**src/sv/sor_pkg.sv**
```systemverilog
package sor_pkg;

    // Sizes of the stores and the datapath.
    localparam int MAX_ORDER  = 16;
    localparam int IDX_W      = $clog2(MAX_ORDER);
    localparam int ORDER_W    = IDX_W + 1;
    localparam int VALUE_W    = 32;
    localparam int ACC_W      = 64;
    localparam int ITER_W     = 16;
    localparam int COEF_DEPTH = MAX_ORDER * MAX_ORDER;
    localparam int COEF_AW    = 2 * IDX_W;
    localparam int DIV_CNT_W  = $clog2(ACC_W);
    localparam int RELAX_W    = VALUE_W + 7;

    // Operation codes of an input word.
    typedef enum logic [1:0] {
        OP_WRITE_MATRIX = 2'd0,
        OP_WRITE_RHS    = 2'd1,
        OP_SOLVE        = 2'd2
    } op_t;

    // Status codes of a solve.
    typedef enum logic [1:0] {
        ST_CONVERGED    = 2'd0,
        ST_NOT_DOMINANT = 2'd1,
        ST_ZERO_PIVOT   = 2'd2,
        ST_ITER_CAP     = 2'd3
    } status_t;

    // Configuration register indexes.
    typedef enum logic [1:0] {
        CFG_ORDER     = 2'd0,
        CFG_TOLERANCE = 2'd1,
        CFG_MAX_ITER  = 2'd2
    } cfg_index_t;

    typedef struct packed {
        logic [1:0]                 operation;
        logic [IDX_W-1:0]           row;
        logic [IDX_W-1:0]           column;
        logic signed [VALUE_W-1:0]  value;
    } item_t;

    typedef struct packed {
        logic [IDX_W-1:0]           index;
        logic signed [VALUE_W-1:0]  solution_value;
        logic [1:0]                 status;
        logic [ITER_W-1:0]          iterations;
        logic                       last;
    } result_t;

    // Divider request and response.
    typedef struct packed {
        logic               start;
        logic [ACC_W-1:0]   dividend;
        logic [VALUE_W-1:0] divisor;
    } div_req_t;

    typedef struct packed {
        logic               done;
        logic [ACC_W-1:0]   quotient;
    } div_rsp_t;

    // Saturating signed add.
    function automatic logic signed [ACC_W-1:0] add_sat(
        input logic signed [ACC_W-1:0] a,
        input logic signed [ACC_W-1:0] b
    );
        logic signed [ACC_W:0] s;
        s = {a[ACC_W-1], a} + {b[ACC_W-1], b};
        if (s[ACC_W] != s[ACC_W-1])
            return s[ACC_W] ? {1'b1, {(ACC_W-1){1'b0}}} : {1'b0, {(ACC_W-1){1'b1}}};
        return s[ACC_W-1:0];
    endfunction

    // Saturating unsigned add.
    function automatic logic [ACC_W-1:0] uadd_sat(
        input logic [ACC_W-1:0] a,
        input logic [ACC_W-1:0] b
    );
        logic [ACC_W:0] s;
        s = {1'b0, a} + {1'b0, b};
        return s[ACC_W] ? {ACC_W{1'b1}} : s[ACC_W-1:0];
    endfunction

    // Magnitude of a signed accumulator value.
    function automatic logic [ACC_W-1:0] mag(input logic signed [ACC_W-1:0] v);
        return v[ACC_W-1] ? ACC_W'(-v) : ACC_W'(v);
    endfunction

    // Signed quotient from magnitude and sign, saturated to a value.
    function automatic logic signed [VALUE_W-1:0] sat_quot(
        input logic [ACC_W-1:0] q,
        input logic             neg
    );
        logic big;
        big = |q[ACC_W-1:VALUE_W-1];
        if (neg)
            return big ? {1'b1, {(VALUE_W-1){1'b0}}} : VALUE_W'(-q[VALUE_W-1:0]);
        return big ? {1'b0, {(VALUE_W-1){1'b1}}} : q[VALUE_W-1:0];
    endfunction

    // Clamp a difference of two values back to value width.
    function automatic logic signed [VALUE_W-1:0] clamp_diff(
        input logic signed [VALUE_W:0] d
    );
        if (d[VALUE_W] != d[VALUE_W-1])
            return d[VALUE_W] ? {1'b1, {(VALUE_W-1){1'b0}}} : {1'b0, {(VALUE_W-1){1'b1}}};
        return d[VALUE_W-1:0];
    endfunction

endpackage

```
**src/sv/sor_divider.sv**
```systemverilog
module sor_divider (
    input  logic              clk,
    input  logic              rst_n,
    input  sor_pkg::div_req_t req,
    output sor_pkg::div_rsp_t rsp
);

    logic                              busy_reg, busy_next;
    logic                              done_reg, done_next;
    logic [sor_pkg::DIV_CNT_W-1:0]     cnt_reg, cnt_next;
    logic [sor_pkg::ACC_W-1:0]         dvd_reg, dvd_next;
    logic [sor_pkg::VALUE_W-1:0]       rem_reg, rem_next;
    logic [sor_pkg::VALUE_W-1:0]       dsr_reg, dsr_next;
    logic [sor_pkg::VALUE_W:0]         rem_sh;
    logic [sor_pkg::VALUE_W:0]         rem_sub;
    logic                              fits;

    // One restoring step: shift in the next dividend bit and try a subtract.
    always_comb
    begin
        rem_sh  = {rem_reg, dvd_reg[sor_pkg::ACC_W-1]};
        fits    = rem_sh >= {1'b0, dsr_reg};
        rem_sub = fits ? rem_sh - {1'b0, dsr_reg} : rem_sh;
    end

    // Quotient bits enter the dividend register from the bottom.
    always_comb
    begin
        busy_next = busy_reg;
        done_next = 1'b0;
        cnt_next  = cnt_reg;
        dvd_next  = dvd_reg;
        rem_next  = rem_reg;
        dsr_next  = dsr_reg;
        if (req.start)
        begin
            busy_next = 1'b1;
            cnt_next  = '0;
            dvd_next  = req.dividend;
            rem_next  = '0;
            dsr_next  = req.divisor;
        end
        else if (busy_reg)
        begin
            dvd_next = {dvd_reg[sor_pkg::ACC_W-2:0], fits};
            rem_next = rem_sub[sor_pkg::VALUE_W-1:0];
            cnt_next = cnt_reg + 1'b1;
            if (cnt_reg == {sor_pkg::DIV_CNT_W{1'b1}})
            begin
                busy_next = 1'b0;
                done_next = 1'b1;
            end
        end
    end

    always_ff @(posedge clk or negedge rst_n)
    begin
        if (!rst_n)
        begin
            busy_reg <= 1'b0;
            done_reg <= 1'b0;
            cnt_reg  <= '0;
        end
        else
        begin
            busy_reg <= busy_next;
            done_reg <= done_next;
            cnt_reg  <= cnt_next;
        end
    end

    always_ff @(posedge clk)
    begin
        dvd_reg <= dvd_next;
        rem_reg <= rem_next;
        dsr_reg <= dsr_next;
    end

    assign rsp.done     = done_reg;
    assign rsp.quotient = dvd_reg;

endmodule

```
**config.mk**
```make
export PLATFORM = sky130hd
export DESIGN_NAME = sor_divider
export DESIGN_NICKNAME = d
export VERILOG_FILES = /design/src/sv/sor_pkg.sv /design/src/sv/sor_divider.sv
export SDC_FILE = /design/constraint.sdc
export NUM_CORES = 1
export LEC_CHECK = 0
export BUFFER_PORTS_ARGS = -buffer_cell sky130_fd_sc_hd__clkbuf_2
export CAP_MARGIN = 0
export CORE_ASPECT_RATIO = 1.1
export CORE_MARGIN = 2
export CORE_UTILIZATION = 51
export CTS_BUF_LIST = sky130_fd_sc_hd__clkbuf_4 sky130_fd_sc_hd__clkbuf_8
export DETAILED_ROUTE_END_ITERATION = 10
export PLACE_DENSITY = 0.84
export RECOVER_POWER = 50
export SLEW_MARGIN = 20
export SYNTH_ARGS = -nofsm -noshare
export SYNTH_HDL_FRONTEND = slang
export SYNTH_SLANG_ARGS = --single-unit
```
**constraint.sdc**
```tcl
create_clock -name clk -period 2.5 [get_ports clk]
set_input_delay 0.5 -clock clk [delete_from_list [all_inputs] [get_ports clk]]
set_output_delay 0.5 -clock clk [all_outputs]
set_load 0.02 [all_outputs]
```
==> key figures, run 1 <==
Floorplanning
  – DIE AREA: approximately 15,000 µm²
  – Die Y: 129.6 µm
  – I/O Pins: 164
  – Row cnt: 45
  – Core ar.: 13,910 µm²
  – Starting Density: 52.58%
  – Die W: 118.2 µm

Worst setup path
  – Crit path largest cell delay: approximately 0.34 ns
  – Worst Path Class, Setup: reg -> reg
  – Crit Path Max Fanout: 5
  – CP Cell Sequence: inv_1 -> ha_4 -> o21ai_1 -> a221oi_2 -> and4_1 -> nor3_2 -> a21oi_4 -> and2_4 -> buf_12 -> buf_6 -> nand2_1 -> a311oi_2
  – Worst path required time: between 2 and 3 ns
  – Crit path buffers/inverters: 3
  – Reg-to-reg slack, setup: -0.07 ns
  – Top Family by Delay on Critical Path: compound AO/OA/AOI/OAI gates
  – Startpoint of the worst register-to-register path: dsr_reg[17]
  – WP data arrival: between 2 and 3 ns
  – Slowest cell on the critical path: edfxtp_1
  – Crit path launch type: register
  – CP endpoint kind: register
  – R2R depth: 12
  – Worst r2r dst: rem_reg[10]

STA
  – Period utilisation layout: 102.9%
  – Worst relative slew slack: -26.68%
  – Final min period: roughly 2.6 ns
  – Final hold vios: 0
  – Max Transition Viols Final: 30
  – Fmax: 388.6 MHz
  – Clk_skew: slightly above 0.02 ns
  – # setup viols final: 17
  – RSZ-0062 raised after global routing: true
  – Worst-Margin Slew: ~1.9 ns
  – Fin Hold WS: 0.2044 ns
  – Final WS setup: -0.07324 ns
  – TNS Setup: -0.4557 ns

Cells and area
  – ANT cells: 0
  – Final instance area: 10,000 µm²
  – Layout cell share with drive strength beyond 1: 47.80%
  – Max FFs per register: 64
  – Post-layout util: 71.93%
  – Final std cells w/o fill: 1,121
  – Nets: 1,053
  – Area growth syn-to-layout: 36.81%

Run
  – Max cap viols: 1

Global route
  – GRT overflow: 0
  – Gr usage total: 26.34%
  – Largest net degree at the start of global routing: 58
  – Vias in the first global route: 6,321
  – Initial antenna violation count: 0
  – Global-route wire length before repair: 31.27 mm

Drt
  – Drt drc: 0
  – Final Routed Wirelength: about 20 mm
  – Vias per std cell: roughly 5.6
  – Initial drt markers: 444
  – Via Count: approximately 6,300
  – WL met3: between 1.5 and 2 mm
  – Detail Route Antenna Nets: 0
  – Drt pass-1 iters: 5
  – Routed met2 length: 9.888 mm
  – Top routing layer used: met4
  – M1 wire length: between 8 and 9 mm
  – Avg WL per Cell: 18.04 µm

Power and ir drop
  – Max IR drop VDD: 0.5054 mV
  – Pwr per Cell Area: 539.8 nW/µm²
  – Leak: 4.292 nW
  – Total power draw: roughly 5.4 mW

Logic synthesis
  – Primary FF master, synth: edfxtp_1
  – Syn nets: about 790
  – Sequential fraction of the synthesis area: between 50 and 60%
  – Post-synthesis register bit count: about 140
  – Asr flop ratio synth: under 10%
  – Number of distinct library cells after synthesis: a little under 70
  – Number of synthesized flops with an enable pin: 96
  – Syn Area/Cell: around 11 µm²
  – Syn. warnings: 0
  – Mapped Cells: 658
  – Cell Area, Synth: 7312 µm²

Clock tree
  – Clock latency on the worst-skew pair: approximately 0.47 ns
  – Num Clock Sinks: approximately 140
  – CTS clk-pin slew, worst paths: 0.09 ns
  – Clk root buf: clkbuf_8
  – H-Tree Depth: 4
  – Total CTS buffers: 17
  – Max Root-Sink Buffers: 2
  – CTS tree: built

Placed design
  – Post-placement setup slack: -0.2048 ns
  – Hpwl dp: 14.35 mm
  – Dpl cells: between 1,000 and 1,500
  – Placed Instance Area: 9021 µm²
  – I/O Buffers: about 160
  – Gpl congestion: 0.9331

Status
  – Failing checks: max-capacitance violations, max-slew violations, negative setup slack
  – Outcome: finished with violations

Worst hold path
  – Worst Hold End: dsr_reg[16]
  – HP Class: in -> reg
  – Min-Delay Startpoint: req[16]
  – Worst Hold Depth: 1
## metal layers
metal / GRT usage [%] / up-vias
li1: - / 2947
met1: 31.39 / 2999
met2: 45.19 / 268
met3: 8.715 / 48
met4: 8.859 / 0
met5: 0 / -
## how the worst max path moves through the flow
stage,start,cells past startpoint,end
after CTS,dsr_reg[14],13,rem_reg[2]
final,dsr_reg[17],12,rem_reg[10]
after detailed placement,dsr_reg[20],12,rem_reg[2]
after floorplan,dvd_reg[63],11,rem_reg[16]
after global placement,dsr_reg[20],12,rem_reg[2]
after global routing,dsr_reg[1],11,rem_reg[3]
## power by group
part | internal [mW] | switching (mW)
Combinational | 0.435 | 0.504
Sequential | 2.59 | 0.0919
Clock | 0.805 | 0.972
Total | 3.83 | 1.57
## Yosys cell counts, drive strengths merged, types with 3 or more instances
cell type | number | area, µm²
mux2i | 5 | 50.05
xor2 | 13 | 113.9
nor2b | 5 | 31.28
nand4b | 4 | 35.03
inv | 44 | 165.2
mux2 | 64 | 720.7
clkbuf | 16 | 60.06
nor3 | 9 | 50.05
a21o | 8 | 60.06
nand2b | 3 | 18.77
a22oi | 3 | 22.52
o21bai | 5 | 37.54
a311oi | 17 | 155.1
nand4 | 14 | 108.9
nand2 | 67 | 256.5
and2 | 3 | 18.77
o21ai | 34 | 170.2
nor2 | 43 | 161.4
edfxtp | 96 | 2883
xnor2 | 14 | 122.6
o211ai | 8 | 60.06
a211oi | 3 | 27.52
o21a | 4 | 30.03
buf | 14 | 91.33
o31ai | 3 | 22.52
or3 | 8 | 50.05
nand3 | 7 | 35.03
a31oi | 6 | 37.54
a32oi | 3 | 26.28
dfxtp | 32 | 640.6
a21oi | 34 | 185.2
dfrtp | 8 | 200.2
ha | 33 | 412.9
a21boi | 3 | 22.52
## placed cells by master (no fill, tap or decap), types with 4 or more instances in the layout
cell type and count:
nand2_4 4, mux2_2 62, buf_12 4, o211ai_1 8, edfxtp_1 96, xor2_1 13
o21ai_2 5, nor3_1 8, buf_4 99, nand2_1 62, a21oi_2 9, nand4_1 12
a31oi_1 5, mux2i_1 5, inv_1 39, nor2b_1 4, xnor2_1 14, inv_2 4
nand4b_1 4, ha_4 20, clkbuf_1 4, or3_1 7, clkbuf_2 159, dfxtp_1 32
nand3_1 7, a311oi_1 9, ha_1 11, a21o_1 8, a311oi_2 8, o21ai_0 14
nor2_1 41, o21bai_1 4, clkinvlp_4 6, clkbuf_8 17, o21ai_1 14, a21oi_1 23
dfrtp_1 8, buf_6 5
## cell families (layout without fill, tap and decap cells)
logic type	count (synthesis)	after routing	share of synthesized area [%]
flip-flops	136	136	50.92
XOR/XNOR	27	27	3.234
adder cells (fa/ha/maj)	34	34	5.921
AO/OA/AOI/OAI	143	143	13.28
AND/OR/NAND/NOR	175	175	11.77
buffers and inverters	74	349	4.329
multiplexers	69	69	10.54
## layout make-up
cell class                      instances  area, µm²
Clock inverter                         15      146.4
Sequential cell                       136       3724
Tap cell                              188      235.2
Fill cell                             991       3904
Clock buffer                           17      234.0
Multi-Input combinational cell        448       3767
Timing Repair Buffer                  273       1728
Inverter                               44      168.9
## timing repair
action	CTS	global route
gates resized for setup	36	56
hold endpoints to repair	8	0
buffers inserted	4	5
pin swaps	30	30
hold buffers	1	0
gates cloned	1	0
setup endpoints to repair	30	33
Note: power is estimated with default switching activity, not from simulation.
==> inputs of run 2 (changes only) <==
--- a/config.mk
+++ b/config.mk
@@ -5,13 +5,13 @@
 export SDC_FILE = /design/constraint.sdc
 export NUM_CORES = 1
 export LEC_CHECK = 0
-export BUFFER_PORTS_ARGS = -buffer_cell sky130_fd_sc_hd__clkbuf_2
 export CAP_MARGIN = 0
 export CORE_ASPECT_RATIO = 1.1
 export CORE_MARGIN = 2
-export CORE_UTILIZATION = 51
+export CORE_UTILIZATION = 60
 export CTS_BUF_LIST = sky130_fd_sc_hd__clkbuf_4 sky130_fd_sc_hd__clkbuf_8
 export DETAILED_ROUTE_END_ITERATION = 10
+export DONT_BUFFER_PORTS = 1
 export PLACE_DENSITY = 0.84
 export RECOVER_POWER = 50
 export SLEW_MARGIN = 20
==> run 2 against run 1 <==
Effect of this change:
- the run ends with negative setup slack left
- register-to-register slack got worse by 0.14 ns
- fmax fell by 5.1%
- sequential power rose by 6%
- critical path type unchanged
- critical endpoint unchanged
==> key figures, run 2 (synthesized netlist as in run 1, its figures left out) <==
Status
  – Outcome: finished with violations
  – Failing checks: negative setup slack

Worst hold path
  – HP Class: in -> reg
  – Min-Delay Startpoint: req[96]
  – Worst Hold Depth: 1 (unchanged)
  – Worst Hold End: rem_reg[18]

Worst setup path
  – Crit Path Max Fanout: 8 (+3)
  – R2R depth: 12 (unchanged)
  – Crit path launch type: register
  – CP Cell Sequence: inv_1 -> ha_2 -> a21oi_2 -> o21ai_0 -> a211o_1 -> nor2_1 -> nand4_2 -> nand2_4 -> buf_4 -> buf_4 -> nand2_1 -> a311oi_2
  – CP endpoint kind: register
  – Worst Path Class, Setup: reg -> reg
  – Top Family by Delay on Critical Path: compound AO/OA/AOI/OAI gates
  – Startpoint of the worst register-to-register path: dsr_reg[24]
  – Crit path buffers/inverters: 3 (unchanged)
  – Slowest cell on the critical path: edfxtp_1
  – Critical path's most frequent cell: buf_4
  – WP data arrival: 3.07 ns (+0.11 ns)
  – Crit path largest cell delay: 0.37 ns (+0.03 ns)
  – Reg-to-reg slack, setup: -0.21 ns (-0.14 ns)
  – Worst r2r dst: rem_reg[10]
  – Worst path required time: 2.86 ns (-0.02 ns)

Drt
  – Vias per std cell: 6.143 (+10%)
  – Via Count: 5,578 (-11%)
  – Drt drc: 0 (unchanged)
  – Avg WL per Cell: 20.93 µm (+16%)
  – Final Routed Wirelength: 19.00 mm (-6.0%)
  – Drt pass-1 iters: 5 (unchanged)
  – Detail Route Antenna Nets: 0 (unchanged)
  – Initial drt markers: 451 (+1.6%)

Clock tree
  – Max Root-Sink Buffers: 2 (unchanged)
  – CTS clk-pin slew, worst paths: 0.08 ns (about the same)
  – CTS tree: built
  – H-Tree Depth: 4 (unchanged)
  – Total CTS buffers: 17 (unchanged)
  – Clock latency on the worst-skew pair: 0.46 ns (about the same)
  – Clk root buf: clkbuf_8
  – Num Clock Sinks: 136 (unchanged)

STA
  – # setup viols final: 32 (+15)
  – Final WS setup: -0.2108 ns (-0.1375 ns)
  – Max Transition Viols Final: 0 (-100%)
  – Final min period: 2.711 ns (+0.1375 ns)
  – Worst relative slew slack: 68.73% (+95 points)
  – Worst-Margin Slew: 0.4659 ns (-1.434 ns)
  – Clk_skew: 0.009951 ns (-0.01054 ns)
  – TNS Setup: -4.093 ns (-3.637 ns)
  – Final hold vios: 0 (unchanged)
  – RSZ-0062 raised after global routing: true
  – Fmax: 368.9 MHz (-5.1%)
  – Period utilisation layout: 108.4% (+5.5 points)

Cells and area
  – Post-layout util: 74.49% (+2.6 points)
  – Max FFs per register: 64 (unchanged)
  – Final instance area: 8925 µm² (-11%)
  – Nets: 874 (-17%)
  – Fill count: 812 (-18%)
  – Layout cell share with drive strength beyond 1: 35.68% (-12 points)
  – Area growth syn-to-layout: 22.06%
  – Most common cell after layout, fill and taps aside: edfxtp_1
  – Commonest non-fill, non-tap cells in the layout: edfxtp_1 (96), buf_4 (85), mux2_2 (63)
  – ANT cells: 0 (unchanged)

Floorplanning
  – DIE AREA: 13,090 µm² (-15%)
  – Die Y: 119.8 µm (-7.6%)
  – I/O Pins: 164 (unchanged)
  – Row cnt: 42 (-6.7%)
  – Die W: 109.3 µm (-7.5%)
  – Starting Density: 61.03% (+8.4 points)
  – Core ar.: 11,980 µm² (-14%)

Power and ir drop
  – Leak: 3.643 nW (-15%)
  – Total power draw: 5.224 mW (-3.3%)
  – Max IR drop VDD: 0.6133 mV (+21%)
  – Pwr per Cell Area: 585.4 nW/µm² (+8.4%)

Global route
  – Vias in the first global route: 5,756 (-8.9%)
  – Global-route wire length before repair: 28.39 mm (-9.2%)
  – Gr usage total: 28.52% (+2.2 points)
  – Largest net degree at the start of global routing: 132 (+130%)
  – Initial antenna violation count: 1 (+1)
  – GRT overflow: 0 (unchanged)

Placed design
  – I/O Buffers: 0 (-100%)
  – Gpl congestion: 0.9189 (-1.5%)
  – Hpwl dp: 13.09 mm (-8.8%)
  – Placed Instance Area: 7988 µm² (-11%)

Run
  – Max cap viols: 0 (-1)
## run 2: cell count changes in the layout (fill, tap and decap cells not counted), moves of 8 or more
| cell | delta |
|---|---|
| clkbuf_2 | -159 |
| ha_1 | +16 |
| ha_4 | -16 |
| buf_4 | -14 |
| nand2_1 | -9 |
| a311oi_1 | -8 |
| a311oi_2 | +8 |
## run 2: layout make-up
type / count / area, µm² / share of cell area (%)
clock buffers: 18 / 241.5 / 2.706
inverters: 44 / 168.9 / 1.893
clock inverters: 14 / 163.9 / 1.837
flip-flops and latches: 136 / 3724 / 41.72
multi-input cells: 448 / 3652 / 40.92
repair buffers: 94 / 782.0 / 8.762
well taps: 154 / 192.7 / 2.159
## run 2: layer usage
metal  wire length (µm)  share of wire [%]  GRT usage, %
met3               1861                9.8         11.95
met2               9519                 50         47.75
met4                588                3.1         11.39
met5                 17              0.089             0
met1               7017                 37         31.91
## run 2: how the worst max path moves through the flow
stage | from | to | cells past startpoint | slack (ns)
after detailed placement | dsr_reg[14] | rem_reg[17] | 11 | -0.38
after global placement | dsr_reg[14] | rem_reg[23] | 11 | -0.36
after global routing | dsr_reg[24] | rem_reg[10] | 12 | -0.30
after floorplan | dvd_reg[63] | rem_reg[16] | 11 | 0.008
final | dsr_reg[24] | rem_reg[10] | 12 | -0.21
after CTS | dsr_reg[9] | rem_reg[17] | 11 | -0.16
## run 2: timing repair
action                                  CTS  global route
hold endpoints to repair                  8             0
endpoints found under the setup margin   33            33
pin swaps                                11            30
gates cloned                              0             2
gates resized for setup                  22            67
hold buffers                              1             0
setup buffers                             5             4
## run 2: through the flow
step | hold slack (ns) | setup slack (ns) | instances
final | 0.1143 | -0.2108 | 908
after global routing | 0.08430 | -0.2971 | 908
after CTS | 0.09839 | -0.1564 | 902
after detailed placement | 0.2047 | -0.3792 | 864
after global placement | 0.2047 | -0.3615 | 864
after floorplan | 0.2044 | 0.007642 | 658
## run 2: report_power, final
| part | switching [mW] | leakage (nW) | internal (mW) |
|---|---|---|---|
| Sequential | 0.246 | 1.36 | 2.60 |
| Combinational | 0.253 | 2.09 | 0.272 |
| Clock | 0.933 | 0.197 | 0.922 |
| Total | 1.43 | 3.64 | 3.79 |
==> inputs of run 3 (changes only) <==
--- a/config.mk
+++ b/config.mk
@@ -5,8 +5,9 @@
 export SDC_FILE = /design/constraint.sdc
 export NUM_CORES = 1
 export LEC_CHECK = 0
+export ABC_AREA = 0
 export CAP_MARGIN = 0
-export CORE_ASPECT_RATIO = 1.1
+export CORE_ASPECT_RATIO = 0.75
 export CORE_MARGIN = 2
 export CORE_UTILIZATION = 60
 export CTS_BUF_LIST = sky130_fd_sc_hd__clkbuf_4 sky130_fd_sc_hd__clkbuf_8
==> run 3 against run 2 <==
Effect of this change:
- the run still ends with negative setup slack left
- global-route usage increased by 0.46 points
- die area is essentially flat
- fmax is 0.50% lower
- critical path depth fell by 1
- sequential share of layout area down 2.6 points
- via count increased by 11%
- critical endpoint is now rem_reg[16]
- largest cell class is now multi-input gates
- largest power group unchanged
- highest routed layer is now met4
==> key figures, run 3 (synthesized netlist as in run 1, its figures left out) <==
Power and ir drop
  – Leak: 3.810 nW (+4.6%)
  – Max IR drop VDD: 0.4793 mV (-22%)
  – Pwr per Cell Area: 564.2 nW/µm² (-3.6%)

Worst setup path
  – Worst path required time: 2.86 ns (about the same)
  – Worst r2r dst: rem_reg[16]
  – R2R depth: 11 (-1)
  – WP data arrival: 3.09 ns (+0.02 ns)
  – CP startpoint: dsr_reg[0]
  – Worst Path Class, Setup: reg -> reg
  – CP endpoint kind: register
  – Worst setup path endpoint: rem_reg[16]
  – Reg-to-reg slack, setup: -0.22 ns (about the same)
  – Startpoint of the worst register-to-register path: dsr_reg[0]
  – Crit Path Max Fanout: 2 (-6)
  – Crit path launch type: register

STA
  – RSZ-0062 raised after global routing: true
  – Period utilisation layout: 109.0% (+0.55 points)
  – Fmax: 367.0 MHz (-0.50%)
  – Max Transition Viols Final: 0 (unchanged)
  – Final WS setup: -0.2244 ns (-0.01367 ns)
  – Final hold vios: 0 (unchanged)
  – Worst-Margin Slew: 0.5414 ns (+0.07548 ns)
  – Worst relative slew slack: 63.63% (-5.1 points)
  – Fin Hold WS: 0.1192 ns (+0.004840 ns)
  – Clk_skew: 0.01278 ns (+0.002831 ns)
  – TNS Setup: -3.053 ns (+1.040 ns)
  – Final min period: 2.724 ns (+0.01367 ns)
  – # setup viols final: 32 (unchanged)

Placed design
  – Post-placement setup slack: -0.2615 ns (+0.1177 ns)
  – Placed Instance Area: 8170 µm² (+2.3%)
  – Hpwl dp: 12.73 mm (-2.7%)
  – I/O Buffers: 0 (unchanged)
  – Gpl congestion: 0.9351 (+1.8%)

Clock tree
  – Num Clock Sinks: 136 (unchanged)
  – CTS tree: built
  – Clk root buf: clkbuf_8
  – Clock latency on the worst-skew pair: 0.46 ns (about the same)
  – H-Tree Depth: 4 (unchanged)
  – Total CTS buffers: 17 (unchanged)
  – CTS clk-pin slew, worst paths: 0.09 ns (about the same)
  – Max Root-Sink Buffers: 2 (unchanged)

Floorplanning
  – DIE AREA: 13,100 µm² (about the same)
  – Die Y: 99.61 µm (-17%)
  – Core ar.: 11,740 µm² (-2.0%)
  – Die W: 131.5 µm (+20%)
  – Row cnt: 34 (-19%)
  – Starting Density: 62.28% (+1.2 points)
  – I/O Pins: 164 (unchanged)

Drt
  – Vias per std cell: 6.545 (+6.5%)
  – Drt pass-1 iters: 5 (unchanged)
  – Final Routed Wirelength: 21.72 mm (+14%)
  – Via Count: 6,205 (+11%)
  – Initial drt markers: 662 (+47%)
  – Detail Route Antenna Nets: 0 (unchanged)
  – Drt drc: 0 (unchanged)
  – Avg WL per Cell: 22.91 µm (+9.4%)

Cells and area
  – Commonest non-fill, non-tap cells in the layout: buf_4 (106), edfxtp_1 (96), mux2_2 (62)
  – Nets: 906 (+3.7%)
  – Most common cell after layout, fill and taps aside: buf_4
  – Area growth syn-to-layout: 30.08%
  – Final instance area: 9512 µm² (+6.6%)
  – ANT cells: 0 (unchanged)
  – Post-layout util: 81.01% (+6.5 points)
  – Max FFs per register: 64 (unchanged)
  – Layout cell share with drive strength beyond 1: 41.48% (+5.8 points)

Global route
  – Initial antenna violation count: 0 (-1)
  – Largest net degree at the start of global routing: 132 (unchanged)
  – Vias in the first global route: 5,808 (+0.90%)
  – GRT overflow: 0 (unchanged)
  – Gr usage total: 28.98% (+0.46 points)
  – Global-route wire length before repair: 29.61 mm (+4.3%)

Run
  – Max cap viols: 0 (unchanged)

Status
  – Failing checks: negative setup slack
  – Outcome: finished with violations

Worst hold path
  – HP Class: in -> reg
run 3: critical path: stages (launching register included):
cell,delay (ns)
edfxtp_1,0.45
ha_4,0.21
fa_2,0.36
nand2b_4,0.17
a21oi_4,0.17
o21ai_4,0.10
buf_6,0.13
a311o_1,0.34
a31oi_2,0.23
or3_1,0.15
nand3_2,0.06
a311oi_2,0.26
run 3: final cells by class:
type                       instances  area [µm²]
sequential                       136        3724
tap                              162       202.7
inverter                          44       168.9
fill                             649        2230
multi-input combinational        448        3931
clock inverter                    14       163.9
timing repair buffer             126        1080
clock buffer                      18       241.5
run 3: how the worst min path moves through the flow:
stage / endpoint / cells past startpoint / slack (ns) / start
after floorplan: busy_reg / 0 / 0.20 / rst_n
after CTS: rem_reg[0] / 1 / 0.10 / req[96]
after detailed placement: done_reg / 0 / 0.20 / rst_n
after global placement: done_reg / 0 / 0.20 / rst_n
after global routing: rem_reg[12] / 1 / 0.09 / req[96]
final: rem_reg[12] / 1 / 0.12 / req[96]
run 3: what timing repair did:
| item | 4_1_cts | 5_1_grt |
|---|---|---|
| pin swaps | 30 | 43 |
| hold buffers | 1 | 0 |
| setup endpoints to repair | 33 | 33 |
| cloned | 0 | 2 |
| gates resized for setup | 53 | 103 |
| setup buffers | 11 | 8 |
| endpoints found under the hold margin | 8 | 0 |
run 3: per-stage QoR:
| step | cells | power, mW |
|---|---|---|
| global route | 948 | 5.528 |
| finish | 948 | 5.366 |
| global placement | 895 | 3.331 |
| floorplan | 658 | 3.193 |
| detailed placement | 895 | 3.355 |
| CTS | 938 | 5.278 |
run 3: routing by layer:
metal	track usage [%]	wire, µm
met5	0	0
met4	11.87	849
met3	7.747	2115
met2	47.44	10380
met1	37.02	8366
run 3: power breakdown:
group	internal (mW)	leakage [nW]	switching, mW	total (mW)
Clock	0.925	0.204	0.980	1.91
Sequential	2.60	1.36	0.241	2.84
Combinational	0.318	2.25	0.303	0.621
Total	3.84	3.81	1.52	5.37
